**config.mk**
```make
export PLATFORM = sky130hd
export DESIGN_NAME = gauge_needle_step_mapper_unit
export DESIGN_NICKNAME = d
export VERILOG_FILES = /design/src/design/gnsm_pkg.sv /design/src/design/gnsm_angle.sv /design/src/design/gnsm_steps.sv /design/src/design/gauge_needle_step_mapper_unit.sv
export SDC_FILE = /design/constraint.sdc
export NUM_CORES = 1
export LEC_CHECK = 0
export BUFFER_PORTS_ARGS = -buffer_cell sky130_fd_sc_hd__buf_4
export CORE_MARGIN = 3
export CORE_UTILIZATION = 35
export CTS_BUF_LIST = sky130_fd_sc_hd__clkbuf_2
export DETAILED_ROUTE_END_ITERATION = 10
export GPL_TIMING_DRIVEN = 0
export PLACE_DENSITY = 0.49
export SLEW_MARGIN = 20
export SYNTH_ARGS = -nofsm -noshare
export SYNTH_HDL_FRONTEND = slang
export SYNTH_SLANG_ARGS = --single-unit
```
**constraint.sdc**
```tcl
create_clock -name clk -period 13.9 [get_ports clk]
set_input_delay 2.78 -clock clk [delete_from_list [all_inputs] [get_ports clk]]
set_output_delay 2.78 -clock clk [all_outputs]
set_load 0.03 [all_outputs]
```
**src/design/gnsm_pkg.sv**
```systemverilog
`timescale 1ns / 1ps
// ----------------------------------------------------------------------------
// gnsm_pkg: shared types and constants of the gauge needle step mapper
// Angles are fixed point in 1/64 degree; a full turn is 23040 units.
// ----------------------------------------------------------------------------
package gnsm_pkg;

  // Gauge selector codes (input tuser, output tuser)
  localparam logic GAUGE_VVI = 1'b0;
  localparam logic GAUGE_AOA = 1'b1;

  // Configuration register indexes
  localparam logic CFG_VVI_ENABLE = 1'b0;
  localparam logic CFG_AOA_ENABLE = 1'b1;

  localparam int unsigned ANG_W = 15;

  localparam logic [14:0] TURN64      = 15'd23040;  // 360 deg
  localparam logic [14:0] HALF_TURN64 = 15'd11520;  // 180 deg
  localparam logic [14:0] QUARTER64   = 15'd5760;   // 360 - 270 deg
  localparam logic [15:0] MIRROR64    = 16'd34560;  // 180 + 360 deg
  localparam logic [14:0] AOA_SCALE   = 15'd17280;  // 270 deg
  localparam logic [15:0] FULLSCALE   = 16'hFFFF;

  // Vertical velocity: 12 * value is centered on 6 * full scale
  localparam logic [19:0] VVI_MID = 20'd393210;

  // Breakpoints of the velocity magnitude (multiples of full scale)
  localparam logic [18:0] VVI_X1 = 19'd65535;
  localparam logic [18:0] VVI_X2 = 19'd131070;
  localparam logic [18:0] VVI_X3 = 19'd262140;

  // Per-segment start, base angle and angle span of the interpolation
  localparam logic [18:0] SEG_X0   [4] = '{19'd0, 19'd65535, 19'd131070, 19'd262140};
  localparam logic [14:0] SEG_BASE [4] = '{15'd17280, 15'd21824, 15'd24256, 15'd26528};
  localparam logic [14:0] SEG_SPAN [4] = '{15'd4544, 15'd2432, 15'd2272, 15'd1549};

  // floor(z / 45) = (z * RECIP45) >> RECIP_SHIFT, exact for z below 2^22
  localparam logic [22:0] RECIP45     = 23'd5965233;
  localparam int unsigned RECIP_SHIFT = 28;

  typedef struct packed {
    logic        sel;
    logic [14:0] angle;
  } angle_item_t;

endpackage

```
**src/design/gnsm_angle.sv**
```systemverilog
`timescale 1ns / 1ps
// ----------------------------------------------------------------------------
// gnsm_angle: four-stage reading-to-angle pipeline
// Decode and segment select, multiply, divide by full scale, wrap and mirror.
// ----------------------------------------------------------------------------
module gnsm_angle (
  input  logic                  clk,
  input  logic                  rst_n,
  input  logic                  in_valid,
  output logic                  in_ready,
  input  logic                  in_sel,
  input  logic [15:0]           in_value,
  output logic                  out_valid,
  input  logic                  out_ready,
  output gnsm_pkg::angle_item_t out_item
);

  logic v1_r, v2_r, v3_r, v4_r;
  logic rdy1, rdy2, rdy3, rdy4;

  // stage 1 registers
  logic        s1_sel_r, s1_neg_r, s1_half_r;
  logic [14:0] s1_base_r, s1_ma_r;
  logic [16:0] s1_mb_r;
  logic        s1_sel_nxt, s1_neg_nxt, s1_half_nxt;
  logic [14:0] s1_base_nxt, s1_ma_nxt;
  logic [16:0] s1_mb_nxt;
  // stage 2 registers
  logic        s2_sel_r, s2_neg_r, s2_half_r;
  logic [14:0] s2_base_r;
  logic [30:0] s2_prod_r, s2_prod_nxt;
  // stage 3 registers
  logic        s3_sel_r, s3_neg_r;
  logic [14:0] s3_base_r, s3_q_r, s3_q_nxt;
  // stage 4 registers
  logic        s4_sel_r;
  logic [14:0] s4_angle_r, s4_angle_nxt;

  // per-stage advance: a stage loads when it is empty or its successor loads
  assign rdy4     = !v4_r || out_ready;
  assign rdy3     = !v3_r || rdy4;
  assign rdy2     = !v2_r || rdy3;
  assign rdy1     = !v1_r || rdy2;
  assign in_ready = rdy1;

  // stage 1: scale, fold magnitude, pick segment (velocity) or invert the reading (AOA)
  logic [19:0] t12;
  logic [18:0] mag;
  logic        neg;
  logic [1:0]  seg;
  logic [16:0] num_x;

  always_comb begin
    t12 = {1'b0, in_value, 3'b000} + {2'b00, in_value, 2'b00};
    if (t12 >= gnsm_pkg::VVI_MID) begin
      mag = 19'(t12 - gnsm_pkg::VVI_MID);
      neg = 1'b0;
    end else begin
      mag = 19'(gnsm_pkg::VVI_MID - t12);
      neg = 1'b1;
    end
    priority if (mag <= gnsm_pkg::VVI_X1) seg = 2'd0;
    else if (mag <= gnsm_pkg::VVI_X2)     seg = 2'd1;
    else if (mag <= gnsm_pkg::VVI_X3)     seg = 2'd2;
    else                                  seg = 2'd3;
    num_x = 17'(mag - gnsm_pkg::SEG_X0[seg]);

    s1_sel_nxt = in_sel;
    if (in_sel == gnsm_pkg::GAUGE_AOA) begin
      s1_ma_nxt   = gnsm_pkg::AOA_SCALE;
      s1_mb_nxt   = {1'b0, gnsm_pkg::FULLSCALE - in_value};
      s1_base_nxt = '0;
      s1_half_nxt = 1'b0;
      s1_neg_nxt  = 1'b0;
    end else begin
      s1_ma_nxt   = gnsm_pkg::SEG_SPAN[seg];
      s1_mb_nxt   = num_x;
      s1_base_nxt = gnsm_pkg::SEG_BASE[seg];
      s1_half_nxt = seg[1];
      s1_neg_nxt  = neg;
    end
  end

  // stage 2: span times offset
  logic [31:0] prod_full;
  assign prod_full   = {17'd0, s1_ma_r} * {15'd0, s1_mb_r};
  assign s2_prod_nxt = prod_full[30:0];

  // stage 3: rounded divide by 65535 (or 131070 on the wide segments)
  logic [31:0] xs;
  logic [30:0] xq;
  logic [16:0] hl;

  always_comb begin
    if (s2_half_r) begin
      xs = {1'b0, s2_prod_r} + 32'd65535;
      xq = xs[31:1];
    end else begin
      xs = {1'b0, s2_prod_r} + 32'd32767;
      xq = xs[30:0];
    end
    hl       = {2'b00, xq[30:16]} + {1'b0, xq[15:0]};
    s3_q_nxt = xq[30:16] + {14'd0, (hl >= 17'd65535)};
  end

  // stage 4: add base, wrap into a turn, mirror negative readings
  logic [15:0] u_sum, u_wrap, w_sum, w_wrap;

  always_comb begin
    u_sum  = {1'b0, s3_base_r} + {1'b0, s3_q_r};
    u_wrap = (u_sum >= {1'b0, gnsm_pkg::TURN64}) ? u_sum - {1'b0, gnsm_pkg::TURN64} : u_sum;
    w_sum  = gnsm_pkg::MIRROR64 - u_wrap;
    w_wrap = (w_sum >= {1'b0, gnsm_pkg::TURN64}) ? w_sum - {1'b0, gnsm_pkg::TURN64} : w_sum;
    s4_angle_nxt = s3_neg_r ? w_wrap[14:0] : u_wrap[14:0];
  end

  always_ff @(posedge clk) begin
    if (!rst_n) begin
      v1_r <= 1'b0;
      v2_r <= 1'b0;
      v3_r <= 1'b0;
      v4_r <= 1'b0;
    end else begin
      if (rdy1) v1_r <= in_valid;
      if (rdy2) v2_r <= v1_r;
      if (rdy3) v3_r <= v2_r;
      if (rdy4) v4_r <= v3_r;
    end
  end

  always_ff @(posedge clk) begin
    if (rdy1) begin
      s1_sel_r  <= s1_sel_nxt;
      s1_neg_r  <= s1_neg_nxt;
      s1_half_r <= s1_half_nxt;
      s1_base_r <= s1_base_nxt;
      s1_ma_r   <= s1_ma_nxt;
      s1_mb_r   <= s1_mb_nxt;
    end
    if (rdy2) begin
      s2_sel_r  <= s1_sel_r;
      s2_neg_r  <= s1_neg_r;
      s2_half_r <= s1_half_r;
      s2_base_r <= s1_base_r;
      s2_prod_r <= s2_prod_nxt;
    end
    if (rdy3) begin
      s3_sel_r  <= s2_sel_r;
      s3_neg_r  <= s2_neg_r;
      s3_base_r <= s2_base_r;
      s3_q_r    <= s3_q_nxt;
    end
    if (rdy4) begin
      s4_sel_r   <= s3_sel_r;
      s4_angle_r <= s4_angle_nxt;
    end
  end

  assign out_valid      = v4_r;
  assign out_item.sel   = s4_sel_r;
  assign out_item.angle = s4_angle_r;

`ifndef NO_ASSERTIONS
  a_angle_in_turn: assert property (@(posedge clk) disable iff (!rst_n)
    v4_r |-> (s4_angle_r < gnsm_pkg::TURN64))
    else $error("angle stage holds an angle outside one turn");

  a_stage1_hold: assert property (@(posedge clk) disable iff (!rst_n)
    (v1_r && !rdy2) |=> (v1_r && $stable(s1_mb_r) && $stable(s1_ma_r)))
    else $error("stalled decode stage lost or changed its item");
`endif

endmodule

```
**src/design/gnsm_steps.sv**
```systemverilog
`timescale 1ns / 1ps
// ----------------------------------------------------------------------------
// gnsm_steps: four-stage angle-to-step pipeline
// Relative angle, scale by steps per turn, divide by 23040, clamp and register.
// ----------------------------------------------------------------------------
module gnsm_steps #(
  parameter int unsigned STEPS_PER_REV = 945
) (
  input  logic                  clk,
  input  logic                  rst_n,
  input  logic                  in_valid,
  output logic                  in_ready,
  input  gnsm_pkg::angle_item_t in_item,
  output logic                  out_valid,
  input  logic                  out_ready,
  output logic                  out_sel,
  output logic [9:0]            out_pos
);

  localparam logic [15:0] STEPS = 16'(STEPS_PER_REV);

  logic v1_r, v2_r, v3_r, v4_r;
  logic rdy1, rdy2, rdy3, rdy4;

  logic        s1_sel_r, s2_sel_r, s3_sel_r, s4_sel_r;
  logic [14:0] s1_rel_r, s1_rel_nxt;
  logic [30:0] s2_y_r, s2_y_nxt;
  logic [16:0] s3_q_r, s3_q_nxt;
  logic [9:0]  s4_pos_r, s4_pos_nxt;

  assign rdy4     = !v4_r || out_ready;
  assign rdy3     = !v3_r || rdy4;
  assign rdy2     = !v2_r || rdy3;
  assign rdy1     = !v1_r || rdy2;
  assign in_ready = rdy1;

  // stage 1: angle measured from 270 deg, turned the other way
  logic [15:0] r_sum;
  logic [14:0] r_wrap;

  always_comb begin
    r_sum  = {1'b0, in_item.angle} + {1'b0, gnsm_pkg::QUARTER64};
    r_wrap = (r_sum >= {1'b0, gnsm_pkg::TURN64}) ?
             15'(r_sum - {1'b0, gnsm_pkg::TURN64}) : r_sum[14:0];
    s1_rel_nxt = (r_wrap == '0) ? '0 : gnsm_pkg::TURN64 - r_wrap;
  end

  // stage 2: scale to steps, with half a turn unit of rounding
  logic [31:0] y_prod;
  assign y_prod   = {17'd0, s1_rel_r} * {16'd0, STEPS};
  assign s2_y_nxt = y_prod[30:0] + {16'd0, gnsm_pkg::HALF_TURN64};

  // stage 3: divide by 23040 = 512 * 45, the 45 through a reciprocal
  logic [44:0] q_prod;
  assign q_prod   = {23'd0, s2_y_r[30:9]} * {22'd0, gnsm_pkg::RECIP45};
  assign s3_q_nxt = q_prod[gnsm_pkg::RECIP_SHIFT +: 17];

  // stage 4: keep the top step out
  logic [15:0] top_step;
  assign top_step   = STEPS - 16'd1;
  assign s4_pos_nxt = (s3_q_r >= {1'b0, STEPS}) ? top_step[9:0] : s3_q_r[9:0];

  always_ff @(posedge clk) begin
    if (!rst_n) begin
      v1_r <= 1'b0;
      v2_r <= 1'b0;
      v3_r <= 1'b0;
      v4_r <= 1'b0;
    end else begin
      if (rdy1) v1_r <= in_valid;
      if (rdy2) v2_r <= v1_r;
      if (rdy3) v3_r <= v2_r;
      if (rdy4) v4_r <= v3_r;
    end
  end

  always_ff @(posedge clk) begin
    if (rdy1) begin
      s1_sel_r <= in_item.sel;
      s1_rel_r <= s1_rel_nxt;
    end
    if (rdy2) begin
      s2_sel_r <= s1_sel_r;
      s2_y_r   <= s2_y_nxt;
    end
    if (rdy3) begin
      s3_sel_r <= s2_sel_r;
      s3_q_r   <= s3_q_nxt;
    end
    if (rdy4) begin
      s4_sel_r <= s3_sel_r;
      s4_pos_r <= s4_pos_nxt;
    end
  end

  assign out_valid = v4_r;
  assign out_sel   = s4_sel_r;
  assign out_pos   = s4_pos_r;

`ifndef NO_ASSERTIONS
  a_rel_in_turn: assert property (@(posedge clk) disable iff (!rst_n)
    v1_r |-> (s1_rel_r < gnsm_pkg::TURN64))
    else $error("relative angle outside one turn");

  a_pos_below_rev: assert property (@(posedge clk) disable iff (!rst_n)
    v4_r |-> ({6'd0, s4_pos_r} < STEPS))
    else $error("step position reached a full revolution");
`endif

endmodule

```
**src/design/gauge_needle_step_mapper_unit.sv**
```systemverilog
`timescale 1ns / 1ps
// ----------------------------------------------------------------------------
// gauge_needle_step_mapper_unit: gauge reading to stepper needle position
// Maps a 16-bit vertical-velocity or angle-of-attack reading to a needle
// target in whole steps; readings for a disabled gauge produce no transfer.
// ----------------------------------------------------------------------------
//
//  channel | direction | tdata                     | tuser
//  --------+-----------+---------------------------+--------------------------
//  in_     | slave     | [15:0] gauge_value        | [0] req_type
//  out_    | master    | [9:0] step_position, zero | [0] motor_select
//  cfg_    | write     | wdata[0]: enable bit      | index 0 vvi, 1 aoa
//
// Rate: one reading per cycle while the result channel is not stalled; a result
// passes through eight register stages (four in the angle pipeline, four in
// the step pipeline, the last being the output register).
// Reset: synchronous rst_n clears both enables and all stage valid bits.
// Stalls: each stage holds its item while its successor is full and held, so bubbles
// close up and new readings are taken while a result waits at the output,
// until all eight stages hold an item.
// ----------------------------------------------------------------------------
module gauge_needle_step_mapper_unit #(
  parameter int unsigned STEPS_PER_REV = 945
) (
  input  logic        clk,
  input  logic        rst_n,
  // input channel
  input  logic        in_tvalid,
  output logic        in_tready,
  input  logic [15:0] in_tdata,   // [15:0] gauge_value
  input  logic        in_tuser,   // [0] req_type
  // result channel
  output logic        out_tvalid,
  input  logic        out_tready,
  output logic [15:0] out_tdata,  // [9:0] step_position, [15:10] zero
  output logic        out_tuser,  // [0] motor_select
  // configuration writes
  input  logic        cfg_wr_en,
  input  logic        cfg_index,
  input  logic        cfg_wdata
);

  logic vvi_en_r, vvi_en_nxt;
  logic aoa_en_r, aoa_en_nxt;

  // Register writes: index selects the enable bit
  always_comb begin
    vvi_en_nxt = vvi_en_r;
    aoa_en_nxt = aoa_en_r;
    if (cfg_wr_en) begin
      unique case (cfg_index)
        gnsm_pkg::CFG_VVI_ENABLE: vvi_en_nxt = cfg_wdata;
        gnsm_pkg::CFG_AOA_ENABLE: aoa_en_nxt = cfg_wdata;
        default:                  vvi_en_nxt = vvi_en_r;
      endcase
    end
  end

  always_ff @(posedge clk) begin
    if (!rst_n) begin
      vvi_en_r <= 1'b0;
      aoa_en_r <= 1'b0;
    end else begin
      vvi_en_r <= vvi_en_nxt;
      aoa_en_r <= aoa_en_nxt;
    end
  end

  // A reading for a disabled gauge is still taken but enters as a bubble:
  // drop it here so that it never reaches the output.
  logic gauge_on;
  logic ang_in_valid;
  assign gauge_on     = (in_tuser == gnsm_pkg::GAUGE_AOA) ? aoa_en_r : vvi_en_r;
  assign ang_in_valid = in_tvalid && gauge_on;

  logic                  ang_valid, ang_ready;
  gnsm_pkg::angle_item_t ang_item;

  gnsm_angle u_angle (
    .clk       (clk),
    .rst_n     (rst_n),
    .in_valid  (ang_in_valid),
    .in_ready  (in_tready),
    .in_sel    (in_tuser),
    .in_value  (in_tdata),
    .out_valid (ang_valid),
    .out_ready (ang_ready),
    .out_item  (ang_item)
  );

  logic [9:0] pos;

  gnsm_steps #(
    .STEPS_PER_REV (STEPS_PER_REV)
  ) u_steps (
    .clk       (clk),
    .rst_n     (rst_n),
    .in_valid  (ang_valid),
    .in_ready  (ang_ready),
    .in_item   (ang_item),
    .out_valid (out_tvalid),
    .out_ready (out_tready),
    .out_sel   (out_tuser),
    .out_pos   (pos)
  );

  assign out_tdata = {6'd0, pos};

endmodule

```
==> results of run 1 <==
[metal layers]
metal	wire [um]	up-vias	GRT usage (%)	part of all wire [%]
met5	12	-	0	0.019
met4	1130	2	4.14	1.8
met3	1520	63	1.91	2.5
met2	30500	237	27.0	49
met1	28500	9211	20.5	46
li1	-	9484	-	-
[how the worst max path moves through the flow]
stage	to	slack [ns]	cells past startpoint
final	u_angle.s1_mb_r[13]	5.66	26
after global routing	u_angle.s3_q_r[14]	5.21	31
after CTS	u_angle.s3_q_r[14]	5.82	30
after detailed placement	u_angle.s1_mb_r[13]	4.68	26
after global placement	u_angle.s1_mb_r[13]	4.68	26
after floorplan	u_angle.s1_mb_r[13]	5.94	25
[stage by stage]
| step | cell area, um2 | hold WS, ns |
|---|---|---|
| 3_5_place_dp | 28600 | 0.405 |
| 4_1_cts | 28800 | 0.457 |
| 5_1_grt | 28900 | 0.450 |
| 2_1_floorplan | 27000 | 0.400 |
| 3_3_place_gp | 28600 | 0.403 |
| 6_report | 28900 | 0.444 |
[cell families after synthesis]
family	count (synthesis)
other	1
XOR/XNOR	175
flip-flops	184
adder cells (fa/ha/maj)	714
AO/OA/AOI/OAI	460
multiplexers	33
buffers and inverters	516
AND/OR/NAND/NOR	677
[placed cells by master, fill, tap and decap left out, drive strengths merged, types with 11 or more instances in the layout]
master,count
nor3,57
o21ai,78
o21bai,20
a211oi,24
a21oi,131
a21boi,11
clkbuf,60
o21a,30
a31oi,29
xnor2,126
or3,14
buf,59
fa,287
ha,427
nand2b,26
nand3,43
a21o,38
nor2b,25
mux2i,25
nor2,146
nor4,11
nand2,163
and2,119
or2,12
xor2,49
edfxtp,174
inv,459
and3,17
[flip-flops by register name, summed over array words and instances, names as in the netlist, 4 cells and up]
signal,count
u_angle.s3_q_r,15
u_steps.s2_y_r,17
u_steps.s3_q_r,14
u_angle.s4_angle_r,15
u_angle.s1_base_r,4
u_angle.s1_mb_r,17
u_angle.s2_base_r,7
u_angle.s3_base_r,7
u_steps.s1_rel_r,15
u_angle.s2_prod_r,31
u_angle.s1_ma_r,9
u_steps.out_pos,10
[worst max-delay path, cell delays in order]
cell,delay (ns)
buf_4,0.14
ha_1,0.23
fa_1,0.43
a211o_1,0.34
a21boi_2,0.28
o21ai_2,0.12
a311oi_2,0.44
nand3b_4,0.15
nor3_2,0.24
a41oi_1,0.18
buf_4,0.22
or4_1,0.50
a21oi_1,0.29
o21ai_0,0.16
nor3_1,0.16
a31oi_1,0.16
nor2_1,0.37
inv_1,0.09
ha_1,0.29
nand4b_1,0.20
a31o_2,0.28
o311ai_2,0.37
a21oi_1,0.07
nor2_1,0.23
nor3_1,0.09
nor3_1,0.23
[area by class of cell]
type | instances | area [um2] | area share, %
Sequential cell | 184 | 5430 | 18.8
Clock inverter | 14 | 154 | 0.533
Timing Repair Buffer | 37 | 303 | 1.05
Inverter | 452 | 1700 | 5.90
Buffer | 64 | 290 | 1.01
Tap cell | 1030 | 1290 | 4.47
Clock buffer | 18 | 90.1 | 0.312
Multi-Input combinational cell | 2065 | 19600 | 67.9
Antenna cell | 3 | 7.51 | 0.0260
==> impl_metrics.tcl, run 1 <==
set metrics [dict create \
    wl_um 61700 \
    antenna_found_initial 3 \
    die_area_um2 80500 \
    worstSetupStartpointType "input port" \
    place_worst_setup_slack_ns 4.68 \
    ys_types 101 \
    yosys-top-cells-count "inv_1, ha_1, fa_1" \
    ff2ff_setup_slack_ns 5.81 \
    synthSimpleGateAreaFrac_pct 12.8 \
    cts_hold_buf 0 \
    finalSetupTns_ns 0 \
    synthToLayoutAreaGrowth_pct 6.93 \
    drv_cap 0 \
    worstPathMaxFanout 10 \
    cts.sinks 184 \
    clkTransAtPathRegs_ns 0.29 \
    min_period_ns 8.24 \
    syn_area_um2 27000 \
    relSlewSlack_pct 29.7 \
    synth_top_area_share_pct 21.3 \
    die_h_um 284 \
    outcome "finished clean" \
    synth_top_family_by_area "adder cells" \
    routed-via-count 19000 \
    netlist_instances 2760 \
    path_class "input port to register" \
    drt-pass1-iter-count 7 \
    grt_pass1_wl_um 101000 \
    nets 3559 \
    htreeDepth 4 \
    syn_avg_cell_area_um2 9.78 \
    hp-start "u_angle.s2_base_r[14]" \
    fin_cells 3867 \
    synth-edff-count 174 \
    dpl.hpwl_um 52700 \
    grt_start_max_net_pins 33 \
    ys_ff_latch 184 \
    rows 101 \
    postCtsSetupBuffers 0 \
    port_buffers 35 \
    fmax_mhz 121 \
    min_to "u_angle.s3_base_r[14]" \
    clk_path_buf_depth 2 \
    fillCellCount 7643 \
    worst_ep_required_time_ns 14.71 \
    yosys.cell_count.top_type "inv_1" \
    root_buffer "clkbuf_2" \
    drc 0 \
    yosysWarnings 0 \
    ff2ff_path_depth 30 \
    design.core.area_um2 76200 \
    hold_viol_final 0 \
    ys.flop_type "edfxtp_1" \
    synth_area_leader_cell "fa_1" \
    fp.dieW_um 284 \
    hold_class "register to register" \
    setup_viol 0 \
    fin_ws_ns 5.66 \
    synthAdderAreaFrac_pct 41.1 \
    insertion_delay_ns 0.97 \
    final_util_pct 37.9 \
    synth_async_sr_flop_share_pct 0 \
    worstMarginPinSlew_ns 1.06 \
    finalCritPeriodShare_pct 59.3 \
    cts_buffers 17 \
    worstSetupEndpointType "register" \
    synth.yosys.seq_area_share_pct 20.1 \
    fin_worst_skew_ns 0.0381 \
    rsz0062_at_grt "no" \
    overflow 0 \
    holdPathStages 0 \
    dp_cells 3832 \
    place.gp.congestion 0.850 \
    ant_nets 0 \
    synthTopCellsByArea "fa_1, ha_1, edfxtp_1" \
    boundaryPins 43 \
    synthXorXnorAreaFrac_pct 5.75 \
    post_drt_via_cell_ratio 4.91 \
    muxShareOfSynthArea_pct 1.33 \
    synth_compound_area_share_pct 11.5 \
    initial_core_util_pct 35.4 \
    drive_gt1_share_pct 5.26 \
    slew_violations 0 \
    startpoint "in_tdata[1]" \
    arrival_ns 9.05 \
    worstReg2RegEnd "u_angle.s3_q_r[14]" \
    cts_tree "done" \
    drtIter0Drc 898 \
    route.detailed.wl_per_inst_um 15.9 \
    rr_startpoint "u_angle.s2_half_r" \
    grt_pass1_vias 19500 \
    post_cts_resized 0 \
    grtUsageTotal_pct 15.6 \
]
Power of run 1 is not shown: default switching activity piles up to over one toggle a cycle in this logic, so the estimate is an artifact.
==> run 2: changes to the inputs <==
- clock period: 13.9 -> 8.05 ns (I/O delays scaled with it)
==> run 2 against run 1 <==
Compared with the run above:
- non-clock buffer count is 1 higher
- via count is 0.38% higher
- routed wire length is 0.10% lower
- register-to-register slack worse by 5.3 ns
- first-iteration DRC count is 4.5% lower
- cell area hardly changed
- sequential share of layout area hardly changed
- flip-flop and latch count stayed put
- setup slack worse by 5.2 ns
- die area stayed put
- critical path depth stayed put
- count of clock-buffer cells in the layout stayed put
==> impl_metrics.tcl, run 2 (same netlist as run 1, synthesis figures left out) <==
set metrics [dict create \
    dp_cells 3832 \
    hold_class "register to register" \
    post_drt_via_cell_ratio 4.93 \
    relSlewSlack_pct 28.8 \
    ff2ff_setup_slack_ns 0.50 \
    place.gp.congestion 0.850 \
    drive_gt1_share_pct 5.57 \
    fin_cells 3868 \
    outcome "finished clean" \
    worstPathMaxFanout 10 \
    hp-start "u_angle.s2_base_r[14]" \
    drv_cap 0 \
    holdPathStages 0 \
    min_to "u_angle.s3_base_r[14]" \
    largest_reg_flops 31 \
    rsz0062_at_grt "no" \
    arrival_ns 8.28 \
    cts_buffers 17 \
    fillCellCount 7643 \
    antenna_found_initial 3 \
    clkTransAtPathRegs_ns 0.29 \
    nets 3560 \
    die_h_um 284 \
    drt-pass1-iter-count 6 \
    worstReg2RegEnd "u_angle.s2_prod_r[28]" \
    crit_slowest_cell "fa_1" \
    grt_pass1_wl_um 101000 \
    rows 101 \
    port_buffers 35 \
    initial_core_util_pct 35.4 \
    grtUsageTotal_pct 15.6 \
    finalCritPeriodShare_pct 93.8 \
    dpl.hpwl_um 52700 \
    layout_common_cells "inv_1, ha_1, fa_1" \
    rr_startpoint "u_angle.s1_ma_r[10]" \
    clk_path_buf_depth 2 \
    root_buffer "clkbuf_2" \
    wl_um 61600 \
    worstSetupStartpointType "register" \
    setup_viol 0 \
    drtIter0Drc 858 \
    path_class "register to register" \
    routed-via-count 19100 \
    min_period_ns 7.55 \
    design.core.area_um2 76200 \
    ant_nets 0 \
    multi_input_area_um2 19600 \
    critPathMaxStageDelay_ns 0.54 \
    insertion_delay_ns 0.96 \
    cts.sinks 184 \
    top_regs "u_angle.s2_prod_r x31, u_angle.s1_mb_r x17, u_steps.s2_y_r x17" \
    worstMarginPinSlew_ns 1.07 \
    fmax_mhz 133 \
    cts_tree "done" \
    regArea_um2 5430 \
    path_common_cell "ha_1" \
    htreeDepth 4 \
    overflow 0 \
    worst_ep_required_time_ns 8.78 \
    slew_violations 0 \
    route.detailed.wl_per_inst_um 15.9 \
    grt_start_max_net_pins 33 \
    regMostFlops "u_angle.s2_prod_r" \
    startpoint "u_angle.s1_ma_r[10]" \
    fp.dieW_um 284 \
    ff2ff_path_depth 26 \
    grt_pass1_vias 19500 \
    final_common_cell "inv_1" \
    worstSetupEndpointType "register" \
    final_area_um2 28900 \
    hold_viol_final 0 \
    synthToLayoutAreaGrowth_pct 7.00 \
    die_area_um2 80500 \
    drc 0 \
    boundaryPins 43 \
    place_area_um2 28600 \
    fin_worst_skew_ns 0.0356 \
]
run 2: cell type report:
class	count	area share, %
flip-flops and latches	184	18.8
clock inverters	14	0.533
inverters	452	5.89
repair buffers	39	1.10
diodes	3	0.0260
well taps	1030	4.46
plain buffers	63	1.02
clock buffers	18	0.312
multi-input cells	2065	67.9
run 2: how the worst max path moves through the flow:
stage / to / slack [ns] / cells after the start
finish: u_angle.s2_prod_r[28] / 0.50 / 26
global route: u_angle.s2_prod_r[28] / 0.07 / 25
CTS: u_angle.s3_q_r[14] / 0.06 / 31
detailed placement: u_angle.s3_q_r[14] / -0.03 / 30
global placement: u_angle.s3_q_r[14] / -0.003 / 30
floorplan: u_angle.s1_mb_r[13] / 1.26 / 25
run 2: worst max-delay path, delay by kind of cell (launching register included):
family	cells	cell delay [ns]
compound gates	10	2.28
buf+inv	4	0.68
xor+xnor	1	0.23
fa+ha+maj	7	2.67
flops	1	0.45
simple gates	4	0.99
run 2: per-layer routing:
metal | wire [um] | up-vias | share of wire [%] | global-route usage [%]
met1 | 28400 | 9273 | 46 | 20.5
met4 | 1130 | 2 | 1.8 | 4.14
met5 | 12 | - | 0.019 | 0
met3 | 1550 | 61 | 2.5 | 1.91
met2 | 30500 | 249 | 50 | 27.0
li1 | - | 9485 | - | -
run 2: per-stage QoR:
step                setup TNS, ns  hold slack (ns)  utilization, %  setup WS, ns
finish                          0            0.445            37.9         0.503
global route                    0            0.450            37.9        0.0671
CTS                             0            0.457            37.9        0.0646
detailed placement        -0.0450            0.405            37.5       -0.0307
global placement         -0.00334            0.403            37.5      -0.00334
floorplan                       0            0.400               -          1.26
run 2: repair_timing:
item                                    in CTS  in global routing
buffers inserted                             0                  2
hold endpoints to repair                     0                  0
hold buffers                                 0                  0
endpoints found under the setup margin       2                 15
resized for setup                            1                 11
pin swaps                                    0                  0
Power of run 2 is left out for the same reason.
==> run 3: changes to the inputs <==
- SYNTH_HIERARCHICAL: default -> 1
==> run 3 against run 2 <==
Compared with the run above:
- die area rose by 4.8%
- worst hold slack improved by 0.019 ns
- area after synthesis rose by 4.9%
- critical path depth fell by 2
- non-clock buffer count rose by 14
- global-route usage rose by 1.0 points
- largest cell class unchanged
==> impl_metrics.tcl, run 3 <==
set metrics [dict create \
    outcome "finished clean" \
    root_buffer "clkbuf_2" \
    slew_violations 0 \
    design.core.area_um2 79500 \
    final_common_cell "inv_1" \
    path_class "input port to register" \
    worstSetupEndpointType "register" \
    ff2ff_setup_slack_ns 0.71 \
    boundaryPins 43 \
    ys.flop_type "edfxtp_1" \
    cts.sinks 184 \
    min_period_ns 7.35 \
    crit_chain "buf_4, ha_1, inv_1, fa_1, clkbuf_1, nor2_1, nor4b_2, nand3_1, nor3_2, nand3_1, o32ai_1, nor2_2, inv_2, buf_2, ha_1, a21oi_1, a21oi_1, or3_1, o2111ai_1, o2111ai_2, a21oi_2, a21oi_1, nor4bb_1, or4_1" \
    initial_core_util_pct 35.6 \
    synth_area_leader_cell "fa_1" \
    route.detailed.wl_per_inst_um 16.9 \
    worstReg2RegEnd "u_angle/s3_q_r[14]" \
    grt_start_max_net_pins 34 \
    drc 0 \
    synth_top_area_share_pct 20.3 \
    min_to "u_angle/s2_base_r[8]" \
    regMostFlops "u_angle/s2_prod_r" \
    finalCritPeriodShare_pct 91.3 \
    synthTopCellsByArea "fa_1, ha_1, edfxtp_1" \
    fp.dieW_um 290 \
    path_common_cell "a21oi_1" \
    worstMarginPinSlew_ns 0.965 \
    ant_nets 0 \
    wl_um 69100 \
    cts_tree "done" \
    synth.yosys.seq_area_share_pct 19.2 \
    grt_pass1_vias 21200 \
    hold_class "register to register" \
    finalSetupTns_ns 0 \
    htreeDepth 4 \
    drt-pass1-iter-count 7 \
    ff2ff_path_depth 28 \
    drtIter0Drc 1142 \
    drive_gt1_share_pct 5.95 \
    layout_common_cells "inv_1, ha_1, fa_1" \
    antenna_found_initial 2 \
    overflow 0 \
    cts_hold_buf 0 \
    synth_async_sr_flop_share_pct 0 \
    cts_buffers 17 \
    fin_worst_skew_ns 0.0608 \
    port_buffers 36 \
    grt_pass1_wl_um 113000 \
    drv_cap 0 \
    fmax_mhz 136 \
    rows 103 \
    critPathMaxStageDelay_ns 0.73 \
    hp-start "u_angle/s1_base_r[8]" \
    yosys.cell_count.top_type "inv_1" \
    rsz0062_at_grt "no" \
    synthToLayoutAreaGrowth_pct 6.83 \
    holdPathStages 0 \
    netlist_instances 2966 \
    worstPathMaxFanout 14 \
    dpl.hpwl_um 58800 \
    clkTransAtPathRegs_ns 0.29 \
    ys_ff_latch 184 \
    hold_viol_final 0 \
    yosys-top-cells-count "inv_1, ha_1, fa_1" \
    place_area_um2 30000 \
    syn_area_um2 28300 \
    clk_path_buf_depth 2 \
    synth-edff-count 174 \
    crit_slowest_cell "o32ai_1" \
    top_regs "u_angle/s2_prod_r x31, u_angle/s1_mb_r x17, u_steps/s2_y_r x17" \
    place.gp.congestion 0.880 \
    final_area_um2 30200 \
    routed-via-count 20800 \
    syn_avg_cell_area_um2 9.54 \
    largest_reg_flops 31 \
    ys_types 120 \
    post_drt_via_cell_ratio 5.08 \
    nets 3760 \
    yosysWarnings 6 \
    grtUsageTotal_pct 16.6 \
    relSlewSlack_pct 35.0 \
    worstSetupStartpointType "input port" \
    setup_viol 0 \
    insertion_delay_ns 1.00 \
    die_h_um 290 \
    fillCellCount 8016 \
    die_area_um2 84300 \
    arrival_ns 8.10 \
    worst_ep_required_time_ns 8.80 \
    rr_startpoint "u_angle/s2_prod_r[6]" \
]
==> run 3: cell count changes after synthesis, moves of 7 or more <==
cell	delta
inv_1	+36
nand2_1	+30
o211ai_1	+13
xnor2_1	+13
nand4_1	+12
o21ai_0	+12
mux2i_1	+8
a21oi_1	+7
a31oi_1	-7
and3_1	+7
o31a_1	+7
==> run 3: worst max-delay path by stage <==
| stage | from | end | depth (start not counted) |
|---|---|---|---|
| final | in_tdata[0] | u_angle/s1_mb_r[16] | 24 |
| after global routing | u_angle/s2_prod_r[6] | u_angle/s3_q_r[14] | 29 |
| after CTS | u_angle/s2_prod_r[6] | u_angle/s3_q_r[14] | 27 |
| after detailed placement | in_tdata[0] | u_angle/s1_mb_r[16] | 24 |
| after global placement | in_tdata[0] | u_angle/s1_mb_r[16] | 24 |
| after floorplan | in_tdata[0] | u_angle/s1_mb_r[16] | 25 |
==> run 3: metrics by stage <==
stage / util [%] / std cells / setup slack (ns) / hold WS [ns]
floorplan: - / 2971 / 1.09 / 0.400
global placement: 37.6 / 4057 / -0.242 / 0.403
detailed placement: 37.7 / 4059 / -0.258 / 0.405
CTS: 38.0 / 4091 / 0.477 / 0.465
global route: 38.0 / 4095 / 0.0842 / 0.462
finish: 38.0 / 4096 / 0.704 / 0.464
==> run 3: area by class of cell <==
type / instances / area (um2) / area share (%)
antenna: 5 / 12.5 / 0.0414
buffer: 78 / 370 / 1.22
clock buffer: 18 / 90.1 / 0.298
clock inverter: 14 / 183 / 0.604
inverter: 486 / 1820 / 6.03
multi-input combinational: 2223 / 20700 / 68.5
sequential: 184 / 5430 / 17.9
tap: 1050 / 1310 / 4.34
timing repair buffer: 38 / 310 / 1.03
==> run 3: critical path: cells and delay by family <==
family          cells  cell delay (ns)
simple gates        9             2.85
compound gates      7             1.60
fa+ha+maj           3             1.02
buf+inv             5             0.99
==> run 3: layer usage <==
| metal | GRT usage (%) | vias up | part of all wire (%) |
|---|---|---|---|
| met1 | 21.8 | 10200 | 45 |
| met3 | 2.12 | 64 | 3.2 |
| met2 | 29.0 | 368 | 50 |
| li1 | - | 10200 | - |
| met5 | 0 | - | 0 |
| met4 | 3.98 | 0 | 1.7 |
==> run 3: timing repair <==
action,4_1_cts,5_1_grt
endpoints found under the setup margin,0,1
buffers inserted,0,0
gates resized for setup,0,1
==> run 3: kinds of logic after synthesis <==
kind of cell             share of synthesized area [%]
AO/OA/AOI/OAI                                     12.3
XOR/XNOR                                          6.08
adder cells (fa/ha/maj)                           38.9
buffers and inverters                             7.75
flip-flops                                        19.2
multiplexers                                      1.51
other                                           0.0132
AND/OR/NAND/NOR                                   14.2
Power of run 3 is left out for the same reason.
